$ cat config.mk
export PLATFORM = sky130hd
export DESIGN_NAME = timing_event_word_decoder
export DESIGN_NICKNAME = d
export VERILOG_FILES = /design/src/sv/tewd_pkg.sv /design/src/sv/tewd_decode.sv /design/src/sv/timing_event_word_decoder.sv
export SDC_FILE = /design/constraint.sdc
export NUM_CORES = 1
export LEC_CHECK = 0
export ABC_CLOCK_PERIOD_IN_PS = 15700
export BUFFER_PORTS_ARGS = -buffer_cell sky130_fd_sc_hd__buf_4
export CAP_MARGIN = 20
export CORE_UTILIZATION = 55
export CTS_BUF_LIST = sky130_fd_sc_hd__clkbuf_4 sky130_fd_sc_hd__clkbuf_8
export DETAILED_ROUTE_END_ITERATION = 8
export PLACE_DENSITY = 0.79
export RECOVER_POWER = 100
export SLEW_MARGIN = 0
export SYNTH_ARGS = -nofsm -noshare
export SYNTH_HDL_FRONTEND = slang
export SYNTH_SLANG_ARGS = --single-unit
$ cat constraint.sdc
create_clock -name clk -period 15.7 [get_ports clk]
set_input_delay 3.14 -clock clk [delete_from_list [all_inputs] [get_ports clk]]
set_output_delay 3.14 -clock clk [all_outputs]
set_load 0.03 [all_outputs]
$ cat src/sv/tewd_pkg.sv
// Package for the timing event word decoder: event codes, report kinds,
// the stored time byte set and the result record shared by all modules.
// No dependencies.
`default_nettype none

package tewd_pkg;

  localparam int unsigned CODE_W   = 8;
  localparam int unsigned DATA_W   = 8;
  localparam int unsigned WORD_W   = CODE_W + DATA_W;
  localparam int unsigned NIBBLE_W = 4;
  localparam int unsigned DAY_W    = 24;
  localparam int unsigned SEC_W    = 30;
  localparam int unsigned MS_W     = 10;

  // Event codes with a meaning of their own.
  localparam logic [CODE_W-1:0] CODE_TIMING_MAX = 8'd199;
  localparam logic [CODE_W-1:0] CODE_DAY_HIGH   = 8'd209;
  localparam logic [CODE_W-1:0] CODE_DAY_MID    = 8'd210;
  localparam logic [CODE_W-1:0] CODE_DAY_DONE   = 8'd211;
  localparam logic [CODE_W-1:0] CODE_UTC_ONE    = 8'd224;
  localparam logic [CODE_W-1:0] CODE_UTC_TWO    = 8'd225;
  localparam logic [CODE_W-1:0] CODE_UTC_THREE  = 8'd226;
  localparam logic [CODE_W-1:0] CODE_UTC_FOUR   = 8'd227;
  localparam logic [CODE_W-1:0] CODE_UTC_DONE   = 8'd228;

  typedef enum logic [1:0] {
    KIND_TIMING = 2'd0,
    KIND_DAY    = 2'd1,
    KIND_UTC    = 2'd2,
    KIND_OTHER  = 2'd3
  } kind_t;

  // Time bytes collected from the storing codes.
  typedef struct packed {
    logic [DATA_W-1:0] day_byte_high;
    logic [DATA_W-1:0] day_byte_mid;
    logic [DATA_W-1:0] utc_byte_one;
    logic [DATA_W-1:0] utc_byte_two;
    logic [DATA_W-1:0] utc_byte_three;
    logic [DATA_W-1:0] utc_byte_four;
  } time_bytes_t;

  typedef struct packed {
    kind_t               kind;
    logic [CODE_W-1:0]   code;
    logic [NIBBLE_W-1:0] virtual_accel;
    logic [NIBBLE_W-1:0] beam_status;
    logic [DAY_W-1:0]    day_ticks;
    logic [SEC_W-1:0]    utc_seconds;
    logic [MS_W-1:0]     utc_millis;
    logic [DATA_W-1:0]   raw_data;
  } report_t;

endpackage

`default_nettype wire

$ cat src/sv/tewd_decode.sv
// Combinational decode of one timing event word against the stored time bytes.
// Depends on tewd_pkg.
`default_nettype none

module tewd_decode (
  input  wire logic [tewd_pkg::WORD_W-1:0] word,
  input  wire tewd_pkg::time_bytes_t       bytes_now,
  output tewd_pkg::time_bytes_t            bytes_next,
  output logic                             has_report,
  output tewd_pkg::report_t                report
);

  logic [tewd_pkg::CODE_W-1:0] code;
  logic [tewd_pkg::DATA_W-1:0] data;

  assign code = word[tewd_pkg::CODE_W-1:0];
  assign data = word[tewd_pkg::WORD_W-1:tewd_pkg::CODE_W];

  always_comb begin
    bytes_next  = bytes_now;
    has_report  = 1'b0;
    report      = '0;
    report.code = code;
    report.kind = tewd_pkg::KIND_OTHER;
    case (code)
      tewd_pkg::CODE_DAY_HIGH:  bytes_next.day_byte_high  = data;
      tewd_pkg::CODE_DAY_MID:   bytes_next.day_byte_mid   = data;
      tewd_pkg::CODE_UTC_ONE:   bytes_next.utc_byte_one   = data;
      tewd_pkg::CODE_UTC_TWO:   bytes_next.utc_byte_two   = data;
      tewd_pkg::CODE_UTC_THREE: bytes_next.utc_byte_three = data;
      tewd_pkg::CODE_UTC_FOUR:  bytes_next.utc_byte_four  = data;
      tewd_pkg::CODE_DAY_DONE: begin
        has_report       = 1'b1;
        report.kind      = tewd_pkg::KIND_DAY;
        report.day_ticks = {bytes_now.day_byte_high, bytes_now.day_byte_mid, data};
      end
      tewd_pkg::CODE_UTC_DONE: begin
        has_report         = 1'b1;
        report.kind        = tewd_pkg::KIND_UTC;
        report.utc_seconds = {bytes_now.utc_byte_two[5:0], bytes_now.utc_byte_three,
                              bytes_now.utc_byte_four, data};
        // Milliseconds take the first byte and the top two bits of the second.
        report.utc_millis  = {bytes_now.utc_byte_one, bytes_now.utc_byte_two[7:6]};
      end
      default: begin
        has_report = 1'b1;
        if (code <= tewd_pkg::CODE_TIMING_MAX) begin
          report.kind          = tewd_pkg::KIND_TIMING;
          report.virtual_accel = data[tewd_pkg::NIBBLE_W-1:0];
          report.beam_status   = data[tewd_pkg::DATA_W-1:tewd_pkg::NIBBLE_W];
        end else begin
          report.raw_data = data;
        end
      end
    endcase
  end

endmodule

`default_nettype wire

$ cat src/sv/timing_event_word_decoder.sv
// Top level of the timing event word decoder.
// Depends on tewd_pkg and tewd_decode.
`default_nettype none

// The decoder takes one 16-bit timing event word per transfer (code in the
// low byte, data in the high byte) and gives at most one report per word.
// Codes 0 to 199 report a timing event with accelerator number and beam
// status; codes 209, 210 and 224 to 227 only store time bytes and give no
// report; code 211 reports the day time in 10 ms ticks and code 228 reports
// UTC seconds and milliseconds from the stored bytes; every other code is
// reported raw. A word is taken into an input register, decoded by a short
// case on its code, and the report lands in an output register, so a word
// can be accepted in every cycle: throughput is one word per cycle while no
// report waits on a stalled output, and the report of a word passes the
// input register and then the output register before it can be taken. A stalled
// output holds back only words that give a report; storing words still
// pass. The stored bytes are cleared by reset.
module timing_event_word_decoder (
  input  wire logic                                 clk,
  input  wire logic                                 rst,
  input  wire logic                                 in_valid,
  output logic                                      in_ready,
  input  wire logic [tewd_pkg::WORD_W-1:0]          event_word,
  output logic                                      out_valid,
  input  wire logic                                 out_ready,
  output logic [1:0]                                report_kind,
  output logic [tewd_pkg::CODE_W-1:0]               event_code,
  output logic [tewd_pkg::NIBBLE_W-1:0]             virtual_accel,
  output logic [tewd_pkg::NIBBLE_W-1:0]             beam_status,
  output logic [tewd_pkg::DAY_W-1:0]                day_ticks,
  output logic [tewd_pkg::SEC_W-1:0]                utc_seconds,
  output logic [tewd_pkg::MS_W-1:0]                 utc_millis,
  output logic [tewd_pkg::DATA_W-1:0]               raw_data
);

  // Input register stage.
  logic                          word_valid;
  logic [tewd_pkg::WORD_W-1:0]   word;

  // Stored time bytes and their value after the word in the input register.
  tewd_pkg::time_bytes_t         time_bytes;
  tewd_pkg::time_bytes_t         time_bytes_next;

  logic                          has_report;
  tewd_pkg::report_t             report_next;
  tewd_pkg::report_t             report;

  logic                          out_free;
  logic                          word_done;

  tewd_decode u_decode (
    .word       (word),
    .bytes_now  (time_bytes),
    .bytes_next (time_bytes_next),
    .has_report (has_report),
    .report     (report_next)
  );

  // The output register is free when empty or when its report is being
  // taken this cycle. A word without a report never waits for it.
  assign out_free  = !out_valid || out_ready;
  assign word_done = word_valid && (!has_report || out_free);
  assign in_ready  = !word_valid || word_done;

  always_ff @(posedge clk) begin
    if (rst) begin
      word_valid <= 1'b0;
      out_valid  <= 1'b0;
      time_bytes <= '0;
    end else begin
      if (in_ready) begin
        word_valid <= in_valid;
      end
      if (word_done) begin
        time_bytes <= time_bytes_next;
      end
      if (word_done && has_report) begin
        out_valid <= 1'b1;
      end else if (out_ready) begin
        out_valid <= 1'b0;
      end
    end
  end

  // Payload registers carry no reset.
  always_ff @(posedge clk) begin
    if (in_valid && in_ready) begin
      word <= event_word;
    end
    if (word_done && has_report) begin
      report <= report_next;
    end
  end

  assign report_kind   = report.kind;
  assign event_code    = report.code;
  assign virtual_accel = report.virtual_accel;
  assign beam_status   = report.beam_status;
  assign day_ticks     = report.day_ticks;
  assign utc_seconds   = report.utc_seconds;
  assign utc_millis    = report.utc_millis;
  assign raw_data      = report.raw_data;

`ifndef SYNTHESIS
  // Reset leaves both stages empty.
  a_reset_empty: assert property (@(posedge clk)
    $past(rst) |-> (!word_valid && !out_valid))
    else $error("stages not empty after reset");

  // The input side only stalls behind a word that waits for the output.
  a_stall_cause: assert property (@(posedge clk) disable iff (rst)
    !in_ready |-> (word_valid && has_report && out_valid && !out_ready))
    else $error("input stalled without a waiting report");

  // A timing event report carries none of the time or raw fields.
  a_timing_clean: assert property (@(posedge clk) disable iff (rst)
    (out_valid && report_kind == tewd_pkg::KIND_TIMING) |->
      (day_ticks == '0 && utc_seconds == '0 && utc_millis == '0 && raw_data == '0))
    else $error("timing report with stray fields");

  // Stored bytes change only when a word leaves the input register.
  a_bytes_hold: assert property (@(posedge clk) disable iff (rst)
    !word_done |=> $stable(time_bytes))
    else $error("time bytes changed without a word");
`endif

endmodule

`default_nettype wire

==> impl_metrics.env, run 1 <==
export IMPL_syn_num_nets=429
export IMPL_grt_pass1_wl_um=17880
export IMPL_syn_area_per_cell_sq_um=14.50
export IMPL_slew_headroom_pct=-61.81
export IMPL_grt_max_degree=91
export IMPL_core_area_sq_mm=0.01037
export IMPL_cp_data_arrival_time_ns=7.07
export IMPL_power_uw=851.6
export IMPL_placed_area_sq_mm=0.006897
export IMPL_hold_buffers=0
export IMPL_finalCriticalPeriod_ns=7.054
export IMPL_critPathMaxFanout=46
export IMPL_clock_path_buffers=2
export IMPL_r2r_start="word[5]"
export IMPL_holdPathEnd="time_bytes[0]"
export IMPL_dp_slack_ns=8.729
export IMPL_initialDrtViolationCount=161
export IMPL_p_int_uw=667.1
export IMPL_postCtsSetupBuffers=0
export IMPL_fin_crit_sh_pct=44.93
export IMPL_power_density_mw_per_mm2=121.8
export IMPL_rows=37
export IMPL_htree_num_levels=4
export IMPL_syn_cell_area_sq_mm=0.005929
export IMPL_fp_dieArea_sq_mm=0.01120
export IMPL_antenna_found_initial=0
export IMPL_finClkSkew_ns=0.01138
export IMPL_ant_nets=0
export IMPL_comb_power_share_pct=6.4
export IMPL_ys_types=37
export IMPL_n_antenna_cell=0
export IMPL_route_detailed_drc=0
export IMPL_grt_overflow=0
export IMPL_gp_congestion=0.8528
export IMPL_path_clk_slew_ns=0.07
export IMPL_dp_hpwl_um=7525
export IMPL_cts_sinks=156
export IMPL_yosys_register_bits=156
export IMPL_path_cells="clkbuf_4 -> nor2b_1 -> a211oi_4 -> clkbuf_1 -> clkbuf_1"
export IMPL_start_util_pct=57.18
export IMPL_worst_slew_pin_slew_ns=2.427
export IMPL_routed_wirelength_um=11820
export IMPL_max_cap_violations=5
export IMPL_violations="capacitance limit, slew limit"
export IMPL_die_w_um=105.8
export IMPL_rsz0062_at_grt="false"
export IMPL_finish_utilization_pct=67.40
export IMPL_slowest_stage="clkbuf_1"
export IMPL_seq_power_share_pct=54.0
export IMPL_cpMostUsedCell="clkbuf_1"
export IMPL_crit_path_end_kind="flop"
export IMPL_root_buffer="clkbuf_8"
export IMPL_drt_vias_per_instance=5.368
export IMPL_slowest_delay_ns=1.74
export IMPL_finalHoldViolCount=0
export IMPL_min_path_cells=2
export IMPL_vias=3607
export IMPL_critical_path_class="input port to flop"
export IMPL_start_kind="input port"
export IMPL_sw_frac_of_total_pct=21.66
export IMPL_syn_inst=409
export IMPL_r2r_setup_slack_ns=10.19
export IMPL_port_buffers=111
export IMPL_reg2reg_depth=5
export IMPL_first_pass_iters=4
export IMPL_grt_total_usage_pct=21.76
export IMPL_numCtsBuffers=17
export IMPL_grt_pass1_vias=3434
export IMPL_fmax_mhz=141.8
export IMPL_reg2reg_to="day_ticks[12]"
export IMPL_hold_path_class="flop to flop"
export IMPL_die_h_um=105.8
export IMPL_wire_per_inst_um=17.59
export IMPL_status="finished with violations"
export IMPL_setup_violations=0
export IMPL_worst_ep_required_time_ns=15.71
export IMPL_synth_seq_area_share_pct=70.56
export IMPL_layout_commonest_cell="edfxtp_1"
export IMPL_tritoncts="done"
export IMPL_ios=112
export IMPL_tns_ns=0
export IMPL_syn_to_final_growth_pct=17.87
export IMPL_nets=543
export IMPL_fillers=804
export IMPL_ir_drop_mv=0.05636
export IMPL_p_clk_share_pct=39.5
export IMPL_switchingPower_uw=184.4
export IMPL_finalInstanceArea_sq_mm=0.006989
export IMPL_layout_common_cells="edfxtp_1, clkbuf_1, nand2b_1"
export IMPL_finalMaxSlewViolations=220
export IMPL_ys_warn_count=0
export IMPL_min_from="time_bytes[0]"
export IMPL_drive_gt1_share_pct=10.45
export IMPL_clkLatencyLatePin_ns=0.44
export IMPL_leakage_nw=2.615
export IMPL_layout_setup_ws_ns=8.646
export IMPL_ctsResizeCount=0
-- cells in the mapped netlist --
library cell | instances | area (sq um)
a2111oi_0 | 8 | 70.07
a211o_1 | 1 | 8.760
a211oi_1 | 1 | 7.510
a21boi_0 | 1 | 7.510
a21oi_1 | 1 | 5.000
a221oi_1 | 1 | 8.760
a31o_2 | 1 | 8.760
a31oi_1 | 1 | 6.260
and2_1 | 64 | 400.4
and4b_1 | 2 | 20.02
and4bb_2 | 1 | 12.51
buf_2 | 6 | 30.03
clkbuf_1 | 14 | 52.55
clkbuf_2 | 2 | 10.01
dfxtp_1 | 50 | 1001
edfxtp_1 | 106 | 3183
inv_1 | 10 | 37.54
mux2i_1 | 48 | 480.5
nand2_1 | 3 | 11.26
nand2b_1 | 59 | 369.1
nand3_1 | 2 | 10.01
nand3b_1 | 2 | 15.01
nand4bb_1 | 1 | 11.26
nor2_1 | 4 | 15.01
nor2b_1 | 1 | 6.260
nor3_1 | 1 | 5.000
nor3_2 | 1 | 10.01
nor4_1 | 8 | 50.05
nor4b_1 | 1 | 8.760
nor4b_2 | 1 | 15.01
o2111ai_1 | 1 | 8.760
o21ai_0 | 1 | 5.000
o21ai_1 | 1 | 5.000
o311ai_1 | 1 | 8.760
or3b_1 | 1 | 8.760
or4_1 | 1 | 7.510
xnor2_1 | 1 | 8.760
-- sequential cells by signal, indices dropped and copies added (netlist names) --
| name | cells |
|---|---|
| utc_millis | 10 |
| virtual_accel | 4 |
| time_bytes | 48 |
| word | 16 |
| utc_seconds | 30 |
| event_code | 8 |
| report_kind | 2 |
| beam_status | 4 |
| day_ticks | 24 |
| word_valid | 1 |
| raw_data | 8 |
| out_valid | 1 |
-- critical path, delay by kind of cell --
kind | cells | cell delay [ns]
simple gates | 1 | 0.09
buf+inv | 3 | 3.57
compound gates | 1 | 0.21
-- layout make-up --
class                      count  area (sq um)  share of cell area (%)
clock buffer                  24         286.5                   4.100
clock inverter                 8         167.7                   2.399
inverter                      10         37.54                  0.5371
multi-input combinational    221          1629                   23.31
sequential                   156          4184                   59.86
tap                          136         170.2                   2.435
timing repair buffer         117         514.2                   7.358
-- layer usage --
| metal | global-route usage, % | vias up | part of all wire [%] |
|---|---|---|---|
| met3 | 5.875 | 13 | 6.3 |
| met1 | 26.50 | 1769 | 40 |
| met5 | 0 | - | 0 |
| met4 | 6.746 | 0 | 1.3 |
| met2 | 37.72 | 142 | 52 |
| li1 | - | 1683 | - |
-- stage by stage --
stage                     instances  hold slack, ns
after floorplan                 409          0.4206
after global placement          638          0.4542
after detailed placement        638          0.4601
after CTS                       670          0.4746
after global routing            672          0.4922
final                           672          0.4724
-- worst max-delay path by stage --
stage,start,slack (ns),to
2_1_floorplan,out_ready,5.18,beam_status[0]
3_3_place_gp,out_ready,8.74,in_ready
3_5_place_dp,out_ready,8.73,in_ready
4_1_cts,out_ready,8.72,in_ready
5_1_grt,out_ready,8.31,day_ticks[16]
6_report,out_ready,8.65,day_ticks[12]
-- power by group through the flow --
stage | Combinational (mW) | Clock (mW) | Sequential (mW)
2_1_floorplan | 0.0174 | 0 | 0.490
3_3_place_gp | 0.0622 | 0 | 0.468
3_5_place_dp | 0.0635 | 0 | 0.469
4_1_cts | 0.0637 | 0.338 | 0.460
5_1_grt | 0.0578 | 0.356 | 0.461
6_report | 0.0548 | 0.337 | 0.460
-- cell families (layout without fill, tap and decap cells) --
family | after synthesis | after routing | share of synthesized area (%)
AOI/OAI and AO/OA | 19 | 19 | 2.532
xor gates and xnor gates | 1 | 1 | 0.1477
buffers and inverters | 32 | 159 | 2.195
DFF | 156 | 156 | 70.56
and+or+nand+nor | 153 | 153 | 16.46
muxes | 48 | 48 | 8.103
No activity file was read; power rests on OpenSTA's default activity.
==> run 2, diff against run 1 <==
--- a/config.mk
+++ b/config.mk
@@ -5,10 +5,10 @@
 export SDC_FILE = /design/constraint.sdc
 export NUM_CORES = 1
 export LEC_CHECK = 0
-export ABC_CLOCK_PERIOD_IN_PS = 15700
+export ABC_CLOCK_PERIOD_IN_PS = 5920
 export BUFFER_PORTS_ARGS = -buffer_cell sky130_fd_sc_hd__buf_4
 export CAP_MARGIN = 20
-export CORE_UTILIZATION = 55
+export CORE_UTILIZATION = 52
 export CTS_BUF_LIST = sky130_fd_sc_hd__clkbuf_4 sky130_fd_sc_hd__clkbuf_8
 export DETAILED_ROUTE_END_ITERATION = 8
 export PLACE_DENSITY = 0.79
==> constraint.sdc (replaced) <==
create_clock -name clk -period 5.92 [get_ports clk]
set_input_delay 1.184 -clock clk [delete_from_list [all_inputs] [get_ports clk]]
set_output_delay 1.184 -clock clk [all_outputs]
set_load 0.03 [all_outputs]
==> impl_metrics.env, run 2 (same netlist as run 1, synthesis figures left out) <==
export IMPL_status="finished with violations"
export IMPL_violations="capacitance limit, slew limit"
export IMPL_layout_commonest_cell="edfxtp_1"
export IMPL_max_cap_violations=4
export IMPL_ctsResizeCount=0
export IMPL_r2r_start="word[3]"
export IMPL_nets=542
export IMPL_startpoint="word[5]"
export IMPL_crit_buf_inv=1
export IMPL_finalHoldViolCount=0
export IMPL_tns_ns=0
export IMPL_grt_overflow=0
export IMPL_largest_reg_flops=48
export IMPL_p_clk_share_pct=40.9
export IMPL_dp_hpwl_um=7468
export IMPL_crit_family="compound AO/OA/AOI/OAI gates"
export IMPL_finalMaxSlewViolations=146
export IMPL_comb_power_share_pct=6.3
export IMPL_initialDrtViolationCount=191
export IMPL_fillers=860
export IMPL_routed_wirelength_um=11610
export IMPL_start_util_pct=53.99
export IMPL_sw_frac_of_total_pct=21.78
export IMPL_syn_to_final_growth_pct=18.36
export IMPL_ios=112
export IMPL_endpoint="in_ready"
export IMPL_drive_gt1_share_pct=10.28
export IMPL_path_cells="nand2b_1 -> o21ai_0 -> a211o_1 -> clkbuf_1"
export IMPL_slowest_delay_ns=0.63
export IMPL_fp_dieArea_sq_mm=0.01183
export IMPL_die_h_um=108.8
export IMPL_setup_violations=0
export IMPL_seq_power_share_pct=52.8
export IMPL_start_kind="flop"
export IMPL_dp_slack_ns=2.799
export IMPL_port_buffers=111
export IMPL_finClkSkew_ns=0.01282
export IMPL_r2r_setup_slack_ns=2.39
export IMPL_antenna_found_initial=0
export IMPL_clkLatencyLatePin_ns=0.43
export IMPL_finalCriticalPeriod_ns=3.606
export IMPL_fin_crit_sh_pct=60.91
export IMPL_grt_max_degree=67
export IMPL_hold_path_class="flop to flop"
export IMPL_postCtsSetupBuffers=0
export IMPL_die_w_um=108.8
export IMPL_gp_congestion=0.8564
export IMPL_n_antenna_cell=0
export IMPL_route_detailed_drc=0
export IMPL_critPathMaxFanout=14
export IMPL_first_pass_iters=4
export IMPL_core_area_sq_mm=0.01098
export IMPL_cp_data_arrival_time_ns=2.42
export IMPL_p_int_mw=1.804
export IMPL_root_buffer="clkbuf_8"
export IMPL_regMostFlops="time_bytes"
export IMPL_fmax_mhz=277.3
export IMPL_critical_path_class="flop to output port"
export IMPL_htree_num_levels=4
export IMPL_crit_path_end_kind="output port"
export IMPL_slowest_stage="o21ai_0"
export IMPL_reg2reg_depth=2
export IMPL_grt_total_usage_pct=20.46
export IMPL_cts_sinks=156
export IMPL_power_density_mw_per_mm2=328.6
export IMPL_numCtsBuffers=17
export IMPL_clock_path_buffers=2
export IMPL_layout_setup_ws_ns=2.314
export IMPL_path_clk_slew_ns=0.08
export IMPL_rows=38
export IMPL_worst_slew_pin_slew_ns=2.849
export IMPL_slew_headroom_pct=-92.35
export IMPL_switchingPower_uw=502.3
export IMPL_wire_per_inst_um=17.21
export IMPL_grt_pass1_vias=3376
export IMPL_reg2reg_to="raw_data[2]"
export IMPL_ant_nets=0
export IMPL_ir_drop_mv=0.1816
export IMPL_vias=3546
export IMPL_seqCellArea_sq_mm=0.004184
export IMPL_grt_pass1_wl_um=17390
export IMPL_multi_input_area_sq_mm=0.001629
export IMPL_layout_common_cells="edfxtp_1, clkbuf_1, nand2b_1"
export IMPL_cp_depth=4
export IMPL_rsz0062_at_grt="false"
export IMPL_tritoncts="done"
export IMPL_hold_buffers=0
export IMPL_leakage_nw=2.618
export IMPL_drt_vias_per_instance=5.253
export IMPL_worst_ep_required_time_ns=4.74
-- run 2: how the worst min path moves through the flow --
stage	startpoint	slack, ns	end	cells past startpoint
floorplan	word[0]	0.42	event_code[0]	0
global placement	time_bytes[45]	0.45	time_bytes[45]	2
detailed placement	time_bytes[43]	0.46	time_bytes[43]	2
CTS	time_bytes[5]	0.48	time_bytes[5]	2
global route	time_bytes[35]	0.50	time_bytes[35]	2
finish	time_bytes[43]	0.47	time_bytes[43]	2
-- run 2: final cells by class --
| cell class | instances | area share [%] |
|---|---|---|
| Timing Repair Buffer | 116 | 7.185 |
| Sequential cell | 156 | 59.62 |
| Inverter | 10 | 0.5349 |
| Multi-Input combinational cell | 221 | 23.21 |
| Tap cell | 140 | 2.496 |
| Clock inverter | 11 | 3.102 |
| Clock buffer | 21 | 3.851 |
-- run 2: worst min-delay path: cells and delay by family, from the launching register on --
family / cells / cell delay [ns]
flops: 1 / 0.31
simple gates: 1 / 0.06
mux: 1 / 0.06
-- run 2: through the flow --
stage	hold slack [ns]	util (%)	total power, mW	instance area (sq um)	instances
3_5_place_dp	0.4628	62.77	1.412	6894	641
6_report	0.4711	63.90	2.306	7018	675
4_1_cts	0.4762	67.21	2.340	7382	673
5_1_grt	0.4996	63.90	2.372	7018	675
2_1_floorplan	0.4206	-	1.343	5934	409
3_3_place_gp	0.4548	62.77	1.407	6894	641
-- run 2: routing by layer --
| metal | up-vias | GRT usage [%] | part of all wire, % |
|---|---|---|---|
| met5 | - | 0 | 0 |
| met4 | 0 | 9.749 | 2.7 |
| met3 | 25 | 5.081 | 4.5 |
| met2 | 114 | 33.14 | 50 |
| met1 | 1733 | 25.81 | 43 |
| li1 | 1674 | - | - |
-- run 2: power groups by stage --
stage	Sequential, mW	Clock (mW)	Combinational (mW)
after floorplan	1.30	0	0.0465
after global placement	1.24	0	0.166
after detailed placement	1.24	0	0.170
after CTS	1.22	0.952	0.170
after global routing	1.22	0.997	0.155
final	1.22	0.943	0.145
